--- src/design/slsh_mul.sv ---
// Shared signed 33 x 33 multiplier with a registered product.
// Depends on nothing; the sequencer in the top level drives its operands.
module slsh_mul (
	input  logic               clk,
	input  logic signed [32:0] a,
	input  logic signed [32:0] b,
	output logic signed [65:0] p_s1
);

	// Product is registered and available in the cycle after the operands.
	always_ff @(posedge clk) begin
		p_s1 <= a * b;
	end

endmodule

--- config.mk ---
export PLATFORM = sky130hd
export DESIGN_NAME = slsh_mul
export DESIGN_NICKNAME = d
export VERILOG_FILES = /design/src/design/slsh_mul.sv
export SDC_FILE = /design/constraint.sdc
export NUM_CORES = 2
export LEC_CHECK = 0
export ABC_CLOCK_PERIOD_IN_PS = 10500
export BUFFER_PORTS_ARGS = -buffer_cell sky130_fd_sc_hd__buf_2
export CAP_MARGIN = 20
export CORE_ASPECT_RATIO = 0.6
export CORE_UTILIZATION = 60
export CTS_BUF_LIST = sky130_fd_sc_hd__clkbuf_4 sky130_fd_sc_hd__clkbuf_8 sky130_fd_sc_hd__clkbuf_16
export DETAILED_ROUTE_END_ITERATION = 10
export PLACE_DENSITY = 0.83
export SLEW_MARGIN = 20
export SYNTH_ARGS = -nofsm -noshare
export SYNTH_HDL_FRONTEND = slang
export SYNTH_SLANG_ARGS = --single-unit
--- constraint.sdc ---
create_clock -name clk -period 10.5 [get_ports clk]
set_clock_uncertainty 0.2 [all_clocks]
set_input_delay 3.15 -clock clk [delete_from_list [all_inputs] [get_ports clk]]
set_output_delay 3.15 -clock clk [all_outputs]
set_load 0.01 [all_outputs]
==> results.json <==
{
  "design.core.area_mm2": 0.0667,
  "cts_sinks": 66,
  "status": "finished, final reports clean",
  "vias": 30800,
  "cts.hold.buffers_added": 0,
  "ys_warn_count": 0,
  "period_share": 0.980,
  "worst_hold_slack_ns": 3.11,
  "clk_pin_slew_ns": 0.07,
  "regMostFlops": "p_s1",
  "dieArea_mm2": 0.0690,
  "dieHeight_um": 204,
  "max_slew_margin": 0.644,
  "globalRouteOverflowTotal": 0,
  "ys.flop_type": "dfxtp_1",
  "numCtsBuffers": 9,
  "grt_max_degree": 27,
  "async_flop_share": 0,
  "largest_reg_flops": 66,
  "yosysTopAreaCellShare": 0.563,
  "period_needed_ns": 10.29,
  "drive_gt1_frac": 0.115,
  "drtAntennaViolNets": 0,
  "syn_to_final_growth_pct": 9.84,
  "row_count": 73,
  "synth_cell_types": 80,
  "hpwl_um": 105000,
  "worstPathRequired_ns": 10.62,
  "ys_ff_latch": 66,
  "vias_per_cell": 5.60,
  "worstSetupStartpointType": "input port",
  "routabilityCongestion": 1.02,
  "setup_violations": 0,
  "arrival_ns": 10.42,
  "cts-htree-levels": 3,
  "drc": 0,
  "cts_setup_buffers": 0,
  "drt_iter0_markers": 3382,
  "stdcell_area_mm2": 0.0447,
  "place_area_mm2": 0.0443,
  "postCtsResizedCells": 0,
  "crit_fanout": 18,
  "slew_violations": 0,
  "cts_buffer_depth": 2,
  "final_cell_mix": "fa_1, inv_1, and2_1",
  "syn_nets": 5767,
  "worstMarginPinSlew_ns": 0.534,
  "multi_input_area_mm2": 0.0344,
  "wirelength_um": 120000,
  "synthTopCellsByArea": "fa_1, inv_1, and2_1, ha_1, nand2_1",
  "ios": 133,
  "holdPathStages": 3,
  "hold_viol_final": 0,
  "path_class": "in2reg",
  "fmax_ghz": 0.0972,
  "ff_latch_area_mm2": 0.00132,
  "synth_top_cell_by_area": "fa_1",
  "crit_path_end_kind": "flop",
  "ctsRootBufferMaster": "clkbuf_16",
  "holdCritPathClass": "in2reg",
  "num-fill-cells": 4825,
  "nets": 6012,
  "maxCapViolations": 0,
  "die_w_um": 338,
  "io_buffers": 132,
  "grt_setup_unrepaired": "false",
  "grt_pass1_vias": 32800,
  "initial_core_util": 0.611,
  "cts_tree": "done",
  "reg_top3": "p_s1 x66",
  "synth-edff-count": 0,
  "syn_area_mm2": 0.0407,
  "synth.avg_cell_area_um2": 9.39,
  "mostFrequentLayoutCell": "fa_1",
  "final_util": 0.671,
  "dr.pass1.iters": 6,
  "grt_pass1_wl_um": 191000,
  "antenna_found_initial": 5,
  "ys_seq_area_frac": 0.0324,
  "synth_cells": 4338,
  "grt.total_usage": 0.370,
  "drt-wirelength-per-cell_um": 21.8
}
==> synth_stat cells (4+ instances only) <==
cell / number
a211o_1: 6
a211oi_1: 7
a21o_1: 36
a21oi_1: 57
a31oi_1: 8
and2_1: 562
and3_1: 5
and4_1: 5
buf_2: 11
clkbuf_1: 208
dfxtp_1: 66
fa_1: 1145
ha_1: 217
inv_1: 1131
nand2_1: 551
nand2b_1: 12
nand3_1: 25
nand4_1: 11
nor2_1: 68
nor2b_1: 5
nor3_1: 7
o211ai_1: 4
o21a_1: 6
o21ai_0: 25
o21ai_1: 6
o21bai_1: 11
xnor2_1: 43
xor2_1: 25
==> metrics by stage <==
| stage | setup WS, ns | cells | setup TNS [ns] |
|---|---|---|---|
| floorplan | 0.133 | 4338 | 0 |
| global placement | -0.148 | 5472 | -0.713 |
| detailed placement | -0.327 | 5472 | -2.73 |
| CTS | 0.0333 | 5488 | 0 |
| global route | 0.000250 | 5490 | 0 |
| finish | 0.208 | 5493 | 0 |
==> worst paths after layout <==
kind	from	end	slack, ns
max	b[18]	p_s1[62]$_DFF_P_	0.21
min	a[0]	p_s1[0]$_DFF_P_	3.11
==> layout make-up <==
class	instances	share of cell area
multi-input combinational	2920	0.769
inverter	1131	0.0949
timing repair buffer	455	0.0752
sequential	66	0.0295
tap	900	0.0252
clock buffer	9	0.00503
clock inverter	7	0.00140
antenna	5	0.000280
==> cell families after synthesis <==
kind of cell             Yosys count  synth area share
AO/OA/AOI/OAI                    219            0.0407
XOR/XNOR                          68            0.0146
adder cells (fa/ha/maj)         1362             0.629
buffers and inverters           1352             0.125
flip-flops                        66            0.0324
AND/OR/NAND/NOR                 1271             0.158
==> layer usage <==
metal  GRT usage  vias to the layer above  wire length (um)
met5      0.0201                        -               374
met4      0.0650                        8              2430
met3       0.247                      273             24700
met2       0.472                     2193             45400
met1       0.519                    15500             46900
li1            -                    12800                 -
==> worst max-delay path: stages <==
cell	delay (ns)
buf_2	0.24
buf_4	0.23
and2_1	0.18
fa_1	0.55
inv_1	0.07
fa_1	0.54
inv_1	0.05
fa_1	0.48
fa_1	0.70
fa_1	0.56
fa_1	0.50
fa_1	0.51
inv_1	0.05
fa_1	0.48
inv_1	0.04
ha_1	0.33
and3_1	0.17
nand3_1	0.14
nand2b_1	0.27
a2111oi_4	0.36
a211oi_4	0.05
buf_4	0.17
a21o_2	0.23
a21o_1	0.17
a211oi_2	0.16
Power is left out: the tool's default activity adds up to more than one toggle a clock period on the data nets, which glitch-free logic cannot reach.
