### config.mk
export PLATFORM = sky130hd
export DESIGN_NAME = slsh_div
export DESIGN_NICKNAME = d
export VERILOG_FILES = /design/src/design/slsh_pkg.sv /design/src/design/slsh_div.sv
export SDC_FILE = /design/constraint.sdc
export NUM_CORES = 1
export LEC_CHECK = 0
export BUFFER_PORTS_ARGS = -buffer_cell sky130_fd_sc_hd__buf_2
export CAP_MARGIN = 20
export CORE_MARGIN = 4
export CORE_UTILIZATION = 55
export DETAILED_ROUTE_END_ITERATION = 12
export HOLD_SLACK_MARGIN = 0.06
export PLACE_DENSITY = 0.78
export SKIP_CTS_REPAIR_TIMING = 1
export SLEW_MARGIN = 20
export SYNTH_ARGS = -nofsm -noshare
export SYNTH_HDL_FRONTEND = slang
export SYNTH_SLANG_ARGS = --single-unit
### constraint.sdc
create_clock -name clk -period 5.3 [get_ports clk]
set_input_delay 0.265 -clock clk [delete_from_list [all_inputs] [get_ports clk]]
set_output_delay 0.265 -clock clk [all_outputs]
set_load 0.01 [all_outputs]
### src/design/slsh_pkg.sv
// Package for the simplex SVM error unit with Huber hinge.
// Holds default sizes, function and register codes, shared types and helpers.
// No dependencies.
package slsh_pkg;

	localparam int MAX_FEATURES_D = 256;
	localparam int MAX_CLASSES_D  = 16;
	localparam int FRAC_BITS_D    = 24;

	// Item function codes.
	localparam logic [1:0] FUNC_WR_WEIGHT  = 2'd0;
	localparam logic [1:0] FUNC_WR_SIMPLEX = 2'd1;
	localparam logic [1:0] FUNC_FEATURE    = 2'd2;

	// Configuration register indexes.
	localparam int CFG_IDX_W = 4;
	localparam logic [CFG_IDX_W-1:0] CFG_NUM_CLASSES = 4'd0;
	localparam logic [CFG_IDX_W-1:0] CFG_KAPPA       = 4'd1;

	// Divider widths: 64-bit dividend, divisor 2*(kappa+1).
	localparam int NUM_W = 64;
	localparam int DEN_W = 34;

	typedef struct packed {
		logic busy;
		logic done;
	} div_stat_t;

	// Clamp a 64-bit signed value to the 32-bit signed range.
	function automatic logic signed [31:0] sat32(input logic signed [63:0] x);
		logic hi_ok;
		begin
			hi_ok = (x[63:31] == {33{1'b0}}) || (x[63:31] == {33{1'b1}});
			if (hi_ok)
				sat32 = x[31:0];
			else if (x[63])
				sat32 = 32'sh8000_0000;
			else
				sat32 = 32'sh7FFF_FFFF;
		end
	endfunction

	// 64-bit add with saturation.
	function automatic logic signed [63:0] satadd64(input logic signed [63:0] a,
			input logic signed [63:0] b);
		logic signed [64:0] s;
		begin
			s = {a[63], a} + {b[63], b};
			if (s[64] != s[63])
				satadd64 = s[64] ? {1'b1, {63{1'b0}}} : {1'b0, {63{1'b1}}};
			else
				satadd64 = s[63:0];
		end
	endfunction

endpackage

### src/design/slsh_div.sv
// Restoring unsigned divider, one quotient bit per cycle.
// Depends on slsh_pkg for widths and the status struct.
module slsh_div
	import slsh_pkg::*;
(
	input  logic             clk,
	input  logic             arst_n,
	input  logic             start,
	input  logic [NUM_W-1:0] num,
	input  logic [DEN_W-1:0] den,
	output div_stat_t        stat,
	output logic [NUM_W-1:0] quo
);

	localparam int CNT_W = $clog2(NUM_W + 1);

	logic [CNT_W-1:0] cnt_q;
	logic             busy_q;
	logic             done_q;
	logic [NUM_W-1:0] num_q;
	logic [DEN_W-1:0] den_q;
	logic [DEN_W:0]   rem_q;
	logic [DEN_W:0]   rem_sh;
	logic             fits;

	// Shift in the next dividend bit and try the subtraction.
	assign rem_sh = {rem_q[DEN_W-1:0], num_q[NUM_W-1]};
	assign fits   = rem_sh >= {1'b0, den_q};

	always_ff @(posedge clk or negedge arst_n) begin
		if (!arst_n) begin
			busy_q <= 1'b0;
			done_q <= 1'b0;
			cnt_q  <= '0;
		end else begin
			done_q <= 1'b0;
			if (start) begin
				busy_q <= 1'b1;
				cnt_q  <= CNT_W'(NUM_W);
			end else if (busy_q) begin
				cnt_q <= cnt_q - 1'b1;
				if (cnt_q == CNT_W'(1)) begin
					busy_q <= 1'b0;
					done_q <= 1'b1;
				end
			end
		end
	end

	// Datapath registers.
	always_ff @(posedge clk) begin
		if (start) begin
			num_q <= num;
			den_q <= den;
			rem_q <= '0;
			quo   <= '0;
		end else if (busy_q) begin
			num_q <= {num_q[NUM_W-2:0], 1'b0};
			rem_q <= fits ? (rem_sh - {1'b0, den_q}) : rem_sh;
			quo   <= {quo[NUM_W-2:0], fits};
		end
	end

	assign stat.busy = busy_q;
	assign stat.done = done_q;

endmodule

==> results of run 1 <==
[cell families (layout without fill, tap and decap cells)]
logic type,Yosys count,count (layout)
buffers and inverters,106,344
xor gates and xnor gates,24,24
AOI/OAI and AO/OA,156,156
adders and majority gates,37,37
and+or+nand+nor,277,277
DFF,205,205
muxes,134,134
[Yosys cell counts (2+ instances only)]
master	number
a211o_1	2
a211oi_1	6
a21boi_0	3
a21o_1	24
a21o_2	2
a21oi_1	27
a21oi_2	3
a311oi_1	23
a31oi_1	10
and2_1	3
and3_1	8
buf_1	2
buf_2	4
buf_4	6
buf_6	7
clkbuf_1	35
dfrtp_1	9
dfxtp_1	98
dlygate4sd3_1	2
edfxtp_1	98
ha_1	36
inv_1	45
mux2_2	66
mux2i_1	67
nand2_1	68
nand2b_1	8
nand3_1	12
nand4_1	14
nor2_1	123
nor2b_1	7
nor3_1	10
nor3_2	2
nor4_1	3
o2111ai_1	2
o211ai_1	9
o21a_1	6
o21ai_0	15
o21bai_1	3
o221ai_1	2
o22ai_1	2
or2_2	3
or3_1	6
or4_4	3
xnor2_1	13
xor2_1	11
[metal layers]
layer  vias to the layer above  part of all wire (%)
li1                       3822                     -
met1                      3655                    44
met2                       175                    49
met3                        32                   5.0
met4                         0                   1.8
met5                         -                     0
[final cells by class]
class | count | area [µm²]
Clock buffer | 33 | 674
Clock inverter | 6 | 55.1
Fill cell | 1298 | 5450
Inverter | 45 | 169
Multi-Input combinational cell | 628 | 4550
Sequential cell | 205 | 5130
Tap cell | 229 | 287
Timing Repair Buffer | 260 | 1770
[worst register-to-register path: stages (launching register included)]
cell and delay (ns):
edfxtp_1 0.33, inv_1 0.04, ha_1 0.42, nand4_1 0.21
nor4_1 0.35, nand4_1 0.15, nand2_2 0.14, a21oi_1 0.11
nor2_1 0.75, buf_4 0.39, mux2i_1 0.11, a2111oi_1 0.38
[worst paths after layout]
path                                           to  cells after the start  slack (ns)              startpoint
max                        rem_q[29]$_SDFFE_PP0P_                     11        1.78     den_q[17]$_DFFE_PP_
min                           num_q[41]$_DFFE_PP_                      2        0.05                 num[41]
max reg2reg                rem_q[29]$_SDFFE_PP0P_                     11        1.78     den_q[17]$_DFFE_PP_
min reg2reg                rem_q[33]$_SDFFE_PP0P_                      2        0.49  rem_q[33]$_SDFFE_PP0P_
max in group asynchronous        busy_q$_DFF_PN0_                      2        4.95                  arst_n
min in group asynchronous        done_q$_DFF_PN0_                      2        0.15                  arst_n
[report_power, final]
| part | leakage [nW] | internal (mW) | switching [mW] | total [mW] |
|---|---|---|---|---|
| sequential | 1.91 | 1.81 | 0.0823 | 1.89 |
| combinational | 3.65 | 0.311 | 0.320 | 0.631 |
| clock | 0.365 | 0.885 | 0.626 | 1.51 |
| total | 5.93 | 3.00 | 1.03 | 4.03 |
[flip-flops by register name, summed over array words and instances (netlist names)]
name and cells:
den_q 34, done_q 1, busy_q 1, rem_q 34, quo 64, cnt_q 7, num_q 64
[through the flow]
stage	hold slack (ns)	instance area [µm²]	worst slack, ns
after floorplan	-0.0306	10200	2.39
after global placement	0.127	11000	1.96
after detailed placement	0.132	11000	1.83
after CTS	-0.416	11700	1.81
after global routing	0.0387	12600	1.59
final	0.0505	12600	1.78
==> out/metrics.csv, run 1 <==
stage,metric,value,unit
logic_synthesis,async set-reset flop share out of synthesis,4.39,%
die,Placeable Area,18100,µm²
logic_synthesis,mapped cell area,10200,µm²
clock_network,H-tree Lvls,1,
clock_network,clock-pin slew on the worst setup and hold paths,0.06,ns
logic_synthesis,synth unique cells,76,
finish,Finished Layout Cells,1406,
clock_network,CTS root buffer,clkbuf_16,
clock_network,clk sinks,205,
sta,fin crit period,3.52,ns
logic_synthesis,ys flop type,edfxtp_1,
route,Antenna Violating Nets Remaining,0,
worst_setup_path,critical path's slowest cell,nor2_1,
global_route,met2 GRT Util,31.3,%
clock_network,worst skew pair latency,0.52,ns
worst_setup_path,CP Launch Type,flip-flop,
finish,"commonest non-fill, non-tap cells in the layout","buf_2, nor2_1, edfxtp_1, dfxtp_1, dlygate4sd3_1",
worst_setup_path,"Req. time, crit path",5.69,ns
clock_network,CTS tree,built,
logic_synthesis,Synth top area share,28.8,%
logic_synthesis,synth top area cells,"edfxtp_1, dfxtp_1, mux2_2, mux2i_1, nor2_1",
sta,RSZ-0062 raised after global routing,no,
worst_setup_path,cell mode on critical path,nand4_1,
sta,worst-margin pin slew,1.05,ns
worst_setup_path,crit-path max cell delay,0.75,ns
global_route,vias in the first global route,7049,
route,DRC viols,0,
sta,Final Max Tran Viols,0,
logic_synthesis,Syn Nets,1077,
sta,relative slew slack,30.1,%
placed_design,DPL Wire Length,14300,µm
logic_synthesis,Synth Area in Simple Gates,12.5,%
power,Pwr per Cell Area,319,nW/µm²
route,WL/cell,16.6,µm
clock_network,CTS Buffer Depth,3,
finish,n_diodes,0,
finish,area growth from synthesis to layout,23.8,%
min_path,Hold Crit Class,in2reg,
worst_setup_path,Worst Setup End Kind,flip-flop,
worst_setup_path,WS Path Type,reg2reg,
logic_synthesis,Compound-Gate Fraction of Synth Area,11.4,%
die,Core Rows,49,
route,WL final,23400,µm
flow_run,max-cap viol count,0,
power,total power,4.03,mW
die,io pins,167,
worst_setup_path,Top delay family on crit path,simple AND/OR/NAND/NOR gates,
global_route,pin count of the biggest net entering global routing,97,
finish,# nets final,1300,
placed_design,Port Buf Inserts,166,
outcome,status,completed,
die,Initial Utilization,56.4,%
placed_design,Placer Congestion,0.860,
sta,Final Hold Vio Count,0,
power,leakage power figure,5.93,nW
sta,Fmax,284,MHz
die,Die Width,144,µm
logic_synthesis,Yosys top cell by area,edfxtp_1,
logic_synthesis,Ys Warns,0,
logic_synthesis,Synth Area in Adders,4.61,%
sta,Setup-failing EPs final,0,
global_route,total congestion overflow,0,
logic_synthesis,XOR/XNOR share of the synthesized area,2.06,%
die,die area,20800,µm²
worst_setup_path,Worst Path Max Fanout,17,
global_route,GRT Max-Usage Layer,met2,
logic_synthesis,post-synthesis register bit count,205,
logic_synthesis,sequential area share after synthesis,50.3,%
logic_synthesis,largest family of logic cells by synthesized area,multiplexers,
sta,Final Cycle Share,66.4,%
worst_setup_path,WP data arrival,3.91,ns
worst_setup_path,CP bufs+invs,2,
route,DR vias,7684,
sta,setup TNS,0,ns
logic_synthesis,multiplexer area fraction after synthesis,14.0,%
clock_network,cts bufs inserted,22,
logic_synthesis,Avg Inst Size Synth,10.9,µm²
global_route,global-route met1 utilization,26.8,%
route,Iteration-0 DRC Markers,337,
die,Die Y-Extent,144,µm
global_route,Total Routing Usage GR,19.7,%
worst_setup_path,worst path cell trace,inv_1 > ha_1 > nand4_1 > nor4_1 > nand4_1 > nand2_2 > a21oi_1 > nor2_1 > buf_4 > mux2i_1 > a2111oi_1,
global_route,GR Layer Usage met3,5.72,%
finish,final core area utilization,69.9,%
logic_synthesis,number of flops mapped to enable cells by yosys,98,
global_route,initial antenna violation count,0,
route,DR pass1 iterations,4,
power,VDD IR max,0.308,mV
finish,"commonest non-fill, non-tap cell in the layout",buf_2,
placed_design,Placed Cells,1278,
sta,Setup Skew,0.0108,ns
logic_synthesis,Gate Count Post-Synth,939,
route,Vias/cell,5.47,
finish,layout cells sized above 1,25.3,%
global_route,first-pass GRT wire length,34200,µm
Note: power is estimated with default switching activity, not from simulation.
==> run 2: changes to the inputs <==
- CORE_UTILIZATION: 55 -> 51
- PLACE_DENSITY: 0.78 -> 0.76
- clock period: 5.3 -> 2.95 ns (I/O delays scaled with it)
==> out/metrics.csv, run 2 (synthesis gave the netlist of run 1 again) <==
stage,metric,value,unit,change
die,io pins,167,,unchanged
finish,Final Cell Area,13300,µm²,was 12600 µm²
global_route,vias in the first global route,7303,,was 7049
sta,RSZ-0062 raised after global routing,yes,,was no
sta,Min Hold Slack,0.0766,ns,was 0.0505 ns
die,Die Width,149,µm,was 144 µm
die,Die Y-Extent,149,µm,was 144 µm
clock_network,CTS root buffer,clkbuf_16,,unchanged
clock_network,clk sinks,205,,unchanged
die,Initial Utilization,52.1,%,was 56.4%
placed_design,DP Area,11400,µm²,was 11000 µm²
power,Pwr per Cell Area,565,nW/µm²,was 319 nW/µm²
placed_design,DPL Wire Length,15200,µm,was 14300 µm
global_route,Total Routing Usage GR,18.8,%,was 19.7%
power,Clk pwr share,38.1,%,was 37.5%
route,Antenna Violating Nets Remaining,0,,unchanged
route,DR pass1 iterations,5,,was 4
finish,Filler cells,1459,,was 1298
finish,"commonest non-fill, non-tap cells in the layout","buf_2, nor2_1, dlygate4sd3_1",,"was buf_2, nor2_1, edfxtp_1, dfxtp_1, dlygate4sd3_1"
sta,Final Max Tran Viols,0,,unchanged
worst_setup_path,crit path from,den_q[1]$_DFFE_PP_,,was den_q[17]$_DFFE_PP_
worst_setup_path,CP Launch Type,flip-flop,,unchanged
finish,largest registers,"num_q (64), quo (64)",,unchanged
global_route,first-pass GRT wire length,35100,µm,was 34200 µm
power,fraction of power spent switching nets,25.7,%,was 25.5%
power,Gate power share,17.0,%,was 15.7%
route,WL/cell,16.1,µm,was 16.6 µm
worst_setup_path,WP data arrival,3.30,ns,was 3.91 ns
finish,# nets final,1357,,was 1300
worst_setup_path,launch point of the worst reg-to-reg path,den_q[1]$_DFFE_PP_,,was den_q[17]$_DFFE_PP_
worst_setup_path,Worst Path Max Fanout,4,,was 17
clock_network,worst skew pair latency,0.52,ns,about the same
worst_setup_path,"Req. time, crit path",3.37,ns,was 5.69 ns
sta,setup TNS,0,ns,unchanged
worst_setup_path,Critical Path End,rem_q[33]$_SDFFE_PP0P_,,was rem_q[29]$_SDFFE_PP0P_
worst_setup_path,Worst Setup End Kind,flip-flop,,unchanged
flow_run,max-cap viol count,0,,unchanged
route,Vias/cell,5.30,,was 5.47
clock_network,CTS tree,built,,unchanged
sta,Fmax,348,MHz,was 284 MHz
finish,"commonest non-fill, non-tap cell in the layout",buf_2,,unchanged
sta,Final Cycle Share,97.5,%,was 66.4%
min_path,Hold Crit Class,in2reg,,unchanged
sta,worst-margin pin slew,0.630,ns,was 1.05 ns
global_route,initial antenna violation count,2,,was 0
route,DRC viols,0,,unchanged
worst_setup_path,worst r2r dst,rem_q[33]$_SDFFE_PP0P_,,was rem_q[29]$_SDFFE_PP0P_
worst_setup_path,cell count of the worst reg-to-reg path,10,,was 11
power,leakage power figure,6.21,nW,was 5.93 nW
die,Placeable Area,19600,µm²,was 18100 µm²
power,VDD IR max,0.551,mV,was 0.308 mV
clock_network,cts bufs inserted,23,,was 22
finish,layout cells sized above 1,29.9,%,was 25.3%
power,part of the power in registers,44.8,%,was 46.9%
global_route,pin count of the biggest net entering global routing,96,,was 97
route,WL final,24200,µm,was 23400 µm
sta,relative slew slack,58.0,%,was 30.1%
worst_setup_path,WS Path Type,reg2reg,,unchanged
finish,final core area utilization,68.1,%,was 69.9%
placed_design,Placer Congestion,0.879,,was 0.860
power,switching pwr,1.94,mW,was 1.03 mW
sta,Setup-failing EPs final,0,,unchanged
outcome,status,completed,,unchanged
clock_network,H-tree Lvls,1,,unchanged
global_route,total congestion overflow,0,,unchanged
power,Internal,5.61,mW,was 3.00 mW
route,DR vias,7959,,was 7684
clock_network,CTS Buffer Depth,3,,unchanged
clock_network,clock-pin slew on the worst setup and hold paths,0.06,ns,about the same
placed_design,Port Buf Inserts,166,,unchanged
finish,area growth from synthesis to layout,30.8,%,was 23.8%
sta,fin crit period,2.88,ns,was 3.52 ns
die,die area,22300,µm²,was 20800 µm²
sta,Setup Skew,0.0114,ns,was 0.0108 ns
route,Iteration-0 DRC Markers,367,,was 337
die,Core Rows,51,,was 49
worst_setup_path,R2R Setup Slk,0.07,ns,was 1.78 ns
sta,Final Hold Vio Count,0,,unchanged
## run 2: layout make-up
type                       instances  area [µm²]  share of cell area (%)
clock buffer                      33         712                    5.33
inverter                          45         169                    1.27
tap                              265         332                    2.48
sequential                       205        5130                    38.5
clock inverter                     8        58.8                   0.441
multi-input combinational        628        4700                    35.2
antenna                            2        5.00                  0.0375
timing repair buffer             316        2240                    16.8
## run 2: through the flow
step / cells / power [mW] / worst slack, ns
after CTS: 1398 / 7.42 / -0.0543
final: 1502 / 7.55 / 0.0744
after floorplan: 939 / 4.23 / 0.0385
after detailed placement: 1357 / 4.54 / -0.00735
after global placement: 1357 / 4.51 / 0.0530
after global routing: 1502 / 7.89 / -0.0583
## run 2: power by group through the flow
stage	logic, mW	clock network [mW]	registers, mW
final	1.29	2.88	3.38
after global routing	1.42	3.06	3.41
after CTS	1.12	2.93	3.37
after detailed placement	1.11	0	3.43
after global placement	1.09	0	3.42
after floorplan	0.848	0	3.38
## run 2: per-layer routing
layer  vias up  track usage, %  routed length [µm]
met2       231            30.8               12100
li1       3945               -                   -
met1      3737            24.6               10200
met3        46            5.51                1290
met5         -               0                   0
met4         0            4.99                 610
## run 2: worst min-delay path by stage
stage | startpoint | to | slack, ns | cells past startpoint
global placement | arst_n | done_q$_DFF_PN0_ | 0.01 | 1
CTS | arst_n | cnt_q[6]$_DFFE_PN0P_ | -0.54 | 1
finish | start | den_q[10]$_DFFE_PP_ | 0.08 | 1
floorplan | arst_n | busy_q$_DFF_PN0_ | -0.15 | 0
detailed placement | arst_n | cnt_q[6]$_DFFE_PN0P_ | 0.01 | 1
global route | start | den_q[9]$_DFFE_PP_ | 0.1 | 1
## run 2: critical path: stages (launching register included)
cell	delay, ns
edfxtp_1	0.33
inv_2	0.05
ha_4	0.26
nor2b_4	0.14
o2111ai_2	0.14
a21o_2	0.25
and3_4	0.15
or4_4	0.55
a2111oi_4	0.38
mux2_4	0.34
o41ai_2	0.19
==> run 3: changes to the inputs <==
- clock period: 2.95 -> 2.54 ns (I/O delays scaled with it)
==> out/metrics.csv, run 3 (synthesis gave the netlist of run 1 again) <==
stage,metric,value,unit,change
clock_network,clock-pin slew on the worst setup and hold paths,0.07,ns,was 0.06 ns
sta,Min Hold Slack,0.0943,ns,was 0.0766 ns
finish,Finished Layout Cells,1582,,was 1502
die,Core Rows,51,,unchanged
global_route,initial antenna violation count,0,,was 2
placed_design,Placer Congestion,0.891,,was 0.879
die,Placeable Area,19600,µm²,unchanged
finish,layout cells sized above 1,35.2,%,was 29.9%
clock_network,CTS root buffer,clkbuf_16,,unchanged
placed_design,DPL Wire Length,15900,µm,was 15200 µm
finish,"commonest non-fill, non-tap cell in the layout",buf_2,,unchanged
worst_setup_path,cell count of the worst reg-to-reg path,10,,unchanged
sta,setup slack after layout,-0.352,ns,was 0.0744 ns
worst_setup_path,WS Path Type,reg2reg,,unchanged
flow_run,max-cap viol count,0,,unchanged
placed_design,pre-CTS setup slack,-0.426,ns,was -0.00735 ns
worst_setup_path,Critical Path End,rem_q[33]$_SDFFE_PP0P_,,unchanged
finish,largest registers,"num_q (64), quo (64)",,unchanged
worst_setup_path,crit path from,den_q[1]$_DFFE_PP_,,unchanged
route,Iteration-0 DRC Markers,387,,was 367
die,Initial Utilization,52.1,%,unchanged
worst_setup_path,CP Launch Type,flip-flop,,unchanged
power,leakage power figure,6.70,nW,was 6.21 nW
worst_setup_path,"Req. time, crit path",2.97,ns,was 3.37 ns
die,Die Y-Extent,149,µm,unchanged
sta,fin crit period,2.89,ns,was 2.88 ns
route,highest metal used,met4,,unchanged
route,DRC viols,0,,unchanged
clock_network,cts bufs inserted,23,,unchanged
clock_network,H-tree Lvls,1,,unchanged
placed_design,Placed Cells,1437,,was 1357
sta,Final Cycle Share,114,%,was 97.5%
clock_network,CTS tree,built,,unchanged
worst_setup_path,Worst Path Max Fanout,4,,unchanged
route,Antenna Violating Nets Remaining,0,,unchanged
sta,setup TNS,-7.47,ns,was 0 ns
sta,Fmax,346,MHz,was 348 MHz
global_route,first-pass GRT wire length,36900,µm,was 35100 µm
worst_setup_path,Worst Setup End Kind,flip-flop,,unchanged
route,Post-Route M1 WL,10800,µm,was 10200 µm
outcome,status,finished with violations,,was completed
die,die area,22300,µm²,unchanged
clock_network,worst skew pair latency,0.52,ns,about the same
finish,area growth from synthesis to layout,39.2,%,was 30.8%
sta,Setup Skew,0.0171,ns,was 0.0114 ns
finish,# nets final,1438,,was 1357
finish,"commonest non-fill, non-tap cells in the layout","buf_2, nor2_1, buf_4",,"was buf_2, nor2_1, dlygate4sd3_1"
route,DR vias,8266,,was 7959
route,Vias/cell,5.23,,was 5.30
placed_design,Port Buf Inserts,166,,unchanged
worst_setup_path,WP data arrival,3.32,ns,was 3.30 ns
global_route,total congestion overflow,0,,unchanged
sta,relative slew slack,61.5,%,was 58.0%
clock_network,clk sinks,205,,unchanged
global_route,pin count of the biggest net entering global routing,91,,was 96
die,Die Width,149,µm,unchanged
sta,RSZ-0062 raised after global routing,yes,,unchanged
min_path,Hold Crit Class,in2reg,,unchanged
sta,worst-margin pin slew,0.570,ns,was 0.630 ns
global_route,vias in the first global route,7760,,was 7303
route,DR pass1 iterations,5,,unchanged
worst_setup_path,worst r2r dst,rem_q[33]$_SDFFE_PP0P_,,unchanged
route,routed wl met3,1070,µm,was 1290 µm
clock_network,CTS Buffer Depth,3,,unchanged
finish,n_diodes,0,,was 2
sta,Final Max Tran Viols,0,,unchanged
route,Met2 Wirelength,12800,µm,was 12100 µm
outcome,failing checks,negative setup slack,,
worst_setup_path,R2R Setup Slk,-0.35,ns,was 0.07 ns
power,VDD IR max,0.635,mV,was 0.551 mV
worst_setup_path,launch point of the worst reg-to-reg path,den_q[1]$_DFFE_PP_,,unchanged
route,WL final,25000,µm,was 24200 µm
sta,Final Hold Vio Count,0,,unchanged
route,WL/cell,15.8,µm,was 16.1 µm
power,Pwr per Cell Area,643,nW/µm²,was 565 nW/µm²
die,io pins,167,,unchanged
sta,Setup-failing EPs final,35,,was 0
global_route,Total Routing Usage GR,19.7,%,was 18.8%
[run 3: changes by cell type in the layout (fill, tap and decap cells not counted), moves of 2 or more]
cell / change
ha_2: -4
ha_4: +6
ha_1: -2
a311oi_1: -2
clkbuf_8: +3
clkinv_4: +3
buf_12: +5
buf_4: +71
clkinv_2: -2
diode_2: -2
buf_6: +3
clkbuf_1: -2
a311oi_2: +2
[run 3: layout make-up]
type                            instances  area [µm²]
Inverter                               45         173
Tap cell                              265         332
Clock buffer                           33         758
Clock inverter                          9        75.1
Fill cell                            1381        5390
Timing Repair Buffer                  397        2930
Sequential cell                       205        5130
Multi-Input combinational cell        628        4800
[run 3: through the flow]
step / power, mW / cell area [µm²] / util [%]
after global routing: 9.53 / 14200 / 72.5
after global placement: 5.40 / 12100 / 61.8
after CTS: 8.96 / 12900 / 66.0
after detailed placement: 5.44 / 12100 / 61.8
after floorplan: 4.92 / 10200 / -
final: 9.13 / 14200 / 72.5
[run 3: layer usage]
metal	track usage, %	vias to the layer above
met4	4.71	0
met1	26.2	3947
met2	32.7	178
met3	4.78	33
li1	-	4108
met5	0	-
[run 3: critical path, stage by stage (launching register included)]
cell and delay (ns):
edfxtp_1 0.34, inv_2 0.05, ha_4 0.26, nor2b_4 0.16, o2111ai_2 0.16, a21o_2 0.23
and3_4 0.15, or4_4 0.55, a2111oi_4 0.38, mux2_4 0.34, o41ai_2 0.18
[run 3: worst min-delay path by stage]
stage                      start  depth (start not counted)  slack (ns)                    to
final                      start                          1        0.09    den_q[4]$_DFFE_PP_
after global routing       start                          1        0.09    den_q[8]$_DFFE_PP_
after CTS                 arst_n                          1       -0.56  cnt_q[1]$_DFFE_PN0P_
after detailed placement  arst_n                          1       -0.01  cnt_q[4]$_DFFE_PN0P_
after global placement    arst_n                          1       -0.01      done_q$_DFF_PN0_
after floorplan           arst_n                          0       -0.17      busy_q$_DFF_PN0_
[run 3: power by group]
group          total, mW  switching (mW)  internal (mW)  leakage, nW
combinational       1.70           0.797          0.908         4.36
sequential          3.92           0.146           3.77         1.91
clock               3.51            1.40           2.11        0.419
total               9.13            2.35           6.79         6.70
